## config.mk

```make
export PLATFORM = sky130hd
export DESIGN_NAME = brlt_ctrl
export DESIGN_NICKNAME = d
export VERILOG_FILES = /design/src/design/brlt_pkg.sv /design/src/design/brlt_ctrl.sv
export SDC_FILE = /design/constraint.sdc
export NUM_CORES = 1
export LEC_CHECK = 0
export BUFFER_PORTS_ARGS = -buffer_cell sky130_fd_sc_hd__buf_2
export CAP_MARGIN = 15
export CORE_AREA = 2 2 39 41
export CTS_BUF_LIST = sky130_fd_sc_hd__clkbuf_4 sky130_fd_sc_hd__clkbuf_8
export DETAILED_ROUTE_END_ITERATION = 8
export DIE_AREA = 0 0 41 43
export PLACE_DENSITY_LB_ADDON = 0.25
export SYNTH_ARGS = -nofsm -noshare
export SYNTH_HDL_FRONTEND = slang
export SYNTH_SLANG_ARGS = --single-unit
export TNS_END_PERCENT = 100
```

## constraint.sdc

```tcl
create_clock -name clk -period 1 [get_ports clk]
set_input_delay 0.15 -clock clk [delete_from_list [all_inputs] [get_ports clk]]
set_output_delay 0.15 -clock clk [all_outputs]
set_load 0.005 [all_outputs]
```

## src/design/brlt_pkg.sv

```systemverilog
// Package for the block request latency tracker.
// Holds event codes, controller states and the command/status structs.
package brlt_pkg;

  localparam logic [1:0] KIND_INSERT   = 2'd0;
  localparam logic [1:0] KIND_ISSUE    = 2'd1;
  localparam logic [1:0] KIND_COMPLETE = 2'd2;
  localparam logic [1:0] KIND_NONE     = 2'd3;

  localparam logic [15:0] DEPTH_MAX = 16'hFFFF;

  typedef enum logic [2:0] {
    ST_IDLE,
    ST_CLEAR,
    ST_SCAN,
    ST_UPDATE,
    ST_EMIT
  } state_t;

  typedef struct packed {
    logic clear_step;
    logic scan_start;
    logic scan_step;
    logic update;
    logic emit;
  } ctrl_cmd_t;

  typedef struct packed {
    logic clear_done;
    logic scan_done;
  } ctrl_status_t;

endpackage

```

## src/design/brlt_ctrl.sv

```systemverilog
// Controller state machine for the block request latency tracker.
// Depends on brlt_pkg.
module brlt_ctrl
  import brlt_pkg::*;
(
  input  logic         clk,
  input  logic         rst,
  input  logic         start,
  input  logic [1:0]   req_type,
  input  ctrl_status_t status,
  output ctrl_cmd_t    cmd,
  output logic         busy
);

  state_t state, state_next;

  always_ff @(posedge clk) begin
    if (rst) begin
      state <= ST_CLEAR;
    end else begin
      state <= state_next;
    end
  end

  always_comb begin
    state_next = state;
    cmd = '0;
    busy = 1'b1;
    unique case (state)
      ST_IDLE: begin
        busy = 1'b0;
        if (start && req_type != KIND_NONE) begin
          cmd.scan_start = 1'b1;
          state_next = ST_SCAN;
        end
      end
      ST_CLEAR: begin
        cmd.clear_step = 1'b1;
        if (status.clear_done) state_next = ST_IDLE;
      end
      ST_SCAN: begin
        cmd.scan_step = 1'b1;
        if (status.scan_done) state_next = ST_UPDATE;
      end
      ST_UPDATE: begin
        cmd.update = 1'b1;
        state_next = ST_EMIT;
      end
      ST_EMIT: begin
        cmd.emit = 1'b1;
        state_next = ST_IDLE;
      end
      default: state_next = ST_IDLE;
    endcase
  end

endmodule

```

### Yosys cells after proc, flatten, opt, wreduce, memory -nomap -nowiden

Cells that the tools add are included.

* mux-type cells: 11
* reduce and logical (&&, ||, !) cells: 3
* equal/unequal tests: 8

Operators with widths (number)
* $pmux 3 s4: 1
* $mux 3: 3
* $ne 2x2->1 const B: 4
* $mux 1: 7
* $eq 3x2->1 const B: 2
* $eq 3x1->1 const B: 1
* $eq 3x3->1 const B: 1
* $logic_not 3->1: 1
* $reduce_and 3->1: 1
* $logic_and 1x1->1: 1

* logic and storage cells: 23
* register bits after elaboration: 3

### Logic depth before layout (Yosys ltp)

* word-level depth: 4
* mapped depth: 3

### Worst setup path after synthesis

No wires, ideal clock.

* path kind: register to output
* start point: register state[2]
* end point: output port cmd[3] (netlist bit)
* stages on the path, launching flop included: 3
* arrival: 0.865 ns
* buffers on the path: 0
* slack: -0.015 ns
* cells stage by stage: dfxtp_1 > or3_4 > nor2_2

RTL lines
* start, declared: RTL line brlt_ctrl.sv:15 `state_t state, state_next;`
* start signal, assigned: RTL line brlt_ctrl.sv:21 `state <= state_next;`
* end, declared: RTL line brlt_ctrl.sv:11 `output ctrl_cmd_t cmd,`

==> impl_results.md <==
* # DRC at 0
* Area used by multi-input combinational logic at 125 um2
* Syn-to-layout area delta at 101%
* First-pass GRT wire length at 676 um
* Starting DRT DRC Count at 1
* Final hold slack at 0.109 ns
* Cell variety after synth at 14
* H-tree levels at 1
* Mean routed wirelength per cell at 9.57 um
* Post-Synth Simple-Gate Area at 45.0%
* Outcome: finished with violations
* Drt pass-1 iters at 2
* PwrDens at 1330 nW/um2
* Asr flop ratio synth at 0%
* Worst clock skew at 0.00204 ns
* Commonest cells post-synth: 3 x dfxtp_1, 2 x nor3b_1
* Min-delay worst type: primary input to flop
* Yosys reg bits at 3
* Most used DFF post-synth: dfxtp_1
* Most frequently used cell type in the post-synthesis netlist: dfxtp_1
* Core ar. at 1380 um2
* Max reg flops at 3
* Max-Cap Viols at 0
* Diode count at 0
* Startpoint types: flop
* Final period utilization at 126%
* Max Used Layer: met3
* Final setup TNS at -1.11 ns
* Synthesized area per cell at 10.3 um2
* Worst path max stage delay at 0.39 ns
* Nets at 45
* Post-synthesis mux area share at 0%
* Clk sink count at 3
* Failing checks: setup timing
* Final setup fails at 7
* CTS tree: yes
* Worst VDD drop at 0.416 mV
* Syn_nets at 24
* TritonCTS buffer count at 3
* Largest cells by area after synthesis: dfxtp_1 34%, a2111oi_2 8.6%, nor3b_1 8.6%, or3_4 6.4%, a21bo_2 5.7%
* Adder-Cell Fraction of Synth Area at 0%
* FILL cells at 152
* # IOs at 13
* Root Buffer Master: clkbuf_4
* Worst path top cell family by delay: simple AND/OR/NAND/NOR gates
* GRT Total Usage at 6.12%
* Min Tclk post-route at 1.26 ns
* Vias in the first global route at 184
* Die X at 41 um
* Largest net degree at the start of global routing at 8
* Worst EP arrival at 1.11 ns
* Final Max Slew Viols at 0
* Initial Util at 12.7%
* Final Hold Viols at 0
* Unrepaired setup endpoints after global routing: yes
* Met3 wire length at 69 um
* Post-DP HPWL at 378 um
* Final WS setup at -0.259 ns
* Initial antenna violation count at 0
* Post-synth top area cell: dfxtp_1
* Share of layout cells above drive strength 1 at 86.5%
* Metal-1 WL at 217 um
* Compound-gate portion of the synthesized area at 14.3%
* Via/cell ratio at 3.83
* Largest family of logic cells by synthesized area: simple AND/OR/NAND/NOR gates
* Die H at 43 um
* Row count at 14
* Placed cell area at 279 um2
* Relative slew margins at 82.8%
* Mapped Area at 175 um2
* Worst-path clk slew at 0.04 ns
* XOR/XNOR Fraction of Synth Area at 0%
* Final std cell area, no fill at 352 um2
* FF/Latch Area at 63.8 um2
* Slowest-stage cell, CP: or3_4
* Final WL at 507 um
* Fmax at 794 MHz
* CTS hold repair buffers at 0
* Clk_lat worst skew at 0.23 ns
* Worst setup EP type: output port
* PortBufs at 12
* Worst Max-Slew Pin Slew at 0.258 ns
* Final Wtd Congestion at 0.638
* Routed vias at 203
* Worst EP required at 0.85 ns
* Die area at 1760 um2
* Crit-path cells: or3_4 -> nor2_2 -> buf_2
* Number of synthesized flops with an enable pin at 0
* Leakage power at 0.165 nW
* Routed wl met2 at 219 um
* Setup CP Type: flop to output port
* Final ANT Viol Nets at 0
* Syn Inst Count at 17
* Largest regs: state x3
* Remaining global-route overflow at 0
* Reg with most FFs: state
* Bufs on Longest Clock Path at 2
* Synth top area share at 34.3%
* Register area share after synthesis at 34.3%
* Ys Warns at 0
* CP Max Fanout at 2
* Worst path bufs/invs at 1
==> metrics by stage <==
| step | std cells | setup WS, ns | total power [W] | utilization, % |
|---|---|---|---|---|
| 4_1_cts | 53 | -0.279 | 0.000472 | 24.4 |
| 5_1_grt | 53 | -0.305 | 0.000497 | 25.4 |
| 3_3_place_gp | 48 | -0.0306 | 0.000204 | 20.2 |
| 3_5_place_dp | 48 | -0.0453 | 0.000208 | 20.2 |
| 2_1_floorplan | 17 | 0.00922 | 0.000168 | - |
| 6_report | 53 | -0.259 | 0.000468 | 25.4 |
==> repair_timing <==
| item | 4_1_cts | 5_1_grt |
|---|---|---|
| setup buffers | 1 | 0 |
| pin swaps | 2 | 2 |
| setup endpoints to repair | 7 | 7 |
| resized for setup | 6 | 3 |
==> per-layer routing <==
metal | global-route usage [%] | vias up
li1 | - | 102
met1 | 7.37 | 88
met2 | 7.19 | 13
met3 | 1.57 | 0
met4 | 8.00 | 0
met5 | 0 | -
==> worst register-to-register path: stages (launching register included) <==
cell	delay, ns
dfxtp_2	0.32
buf_6	0.12
nor4bb_1	0.11
or3_1	0.34
==> worst paths after layout <==
check / startpoint / to / slack [ns] / cells past startpoint
hold reg to reg: state[0]$_SDFFE_PP1P_ / state[1]$_SDFFE_PP0P_ / 0.55 / 2
setup / recovery: state[2]$_SDFFE_PP0P_ / cmd[3] / -0.26 / 3
setup reg to reg: state[1]$_SDFFE_PP0P_ / state[0]$_SDFFE_PP1P_ / -0.01 / 3
hold / removal: rst / state[1]$_SDFFE_PP0P_ / 0.11 / 2
==> area by class of cell <==
| type | count | share of cell area, % |
|---|---|---|
| Clock buffer | 4 | 8.54 |
| Inverter | 1 | 1.07 |
| Multi-Input combinational cell | 12 | 35.6 |
| Timing Repair Buffer | 17 | 31.0 |
| Tap cell | 16 | 5.69 |
| Sequential cell | 3 | 18.1 |
==> report_power, final <==
| group | total [W] | internal, W | switching [W] |
|---|---|---|---|
| combinational | 0.0000937 | 0.0000592 | 0.0000345 |
| clock | 0.000241 | 0.000177 | 0.0000640 |
| sequential | 0.000134 | 0.000128 | 0.00000592 |
==> cell families (layout without fill, tap and decap cells) <==
| family | Yosys count | after routing |
|---|---|---|
| AO/OA/AOI/OAI | 2 | 2 |
| buffers and inverters | 2 | 22 |
| flip-flops | 3 | 3 |
| AND/OR/NAND/NOR | 10 | 10 |
==> cell usage in the layout (no fill, tap or decap) <==
master     count
nor4bb_1       1
buf_6          3
or3_4          1
nor3b_4        1
inv_1          1
nor3_2         1
a21bo_2        1
a2111oi_2      1
nor4b_1        1
nor2b_1        1
clkbuf_4       4
buf_2         12
nor3b_2        1
and3b_2        1
buf_4          2
dfxtp_2        3
nor2_2         1
or3_1          1
Power figures use the tool's default switching activity.
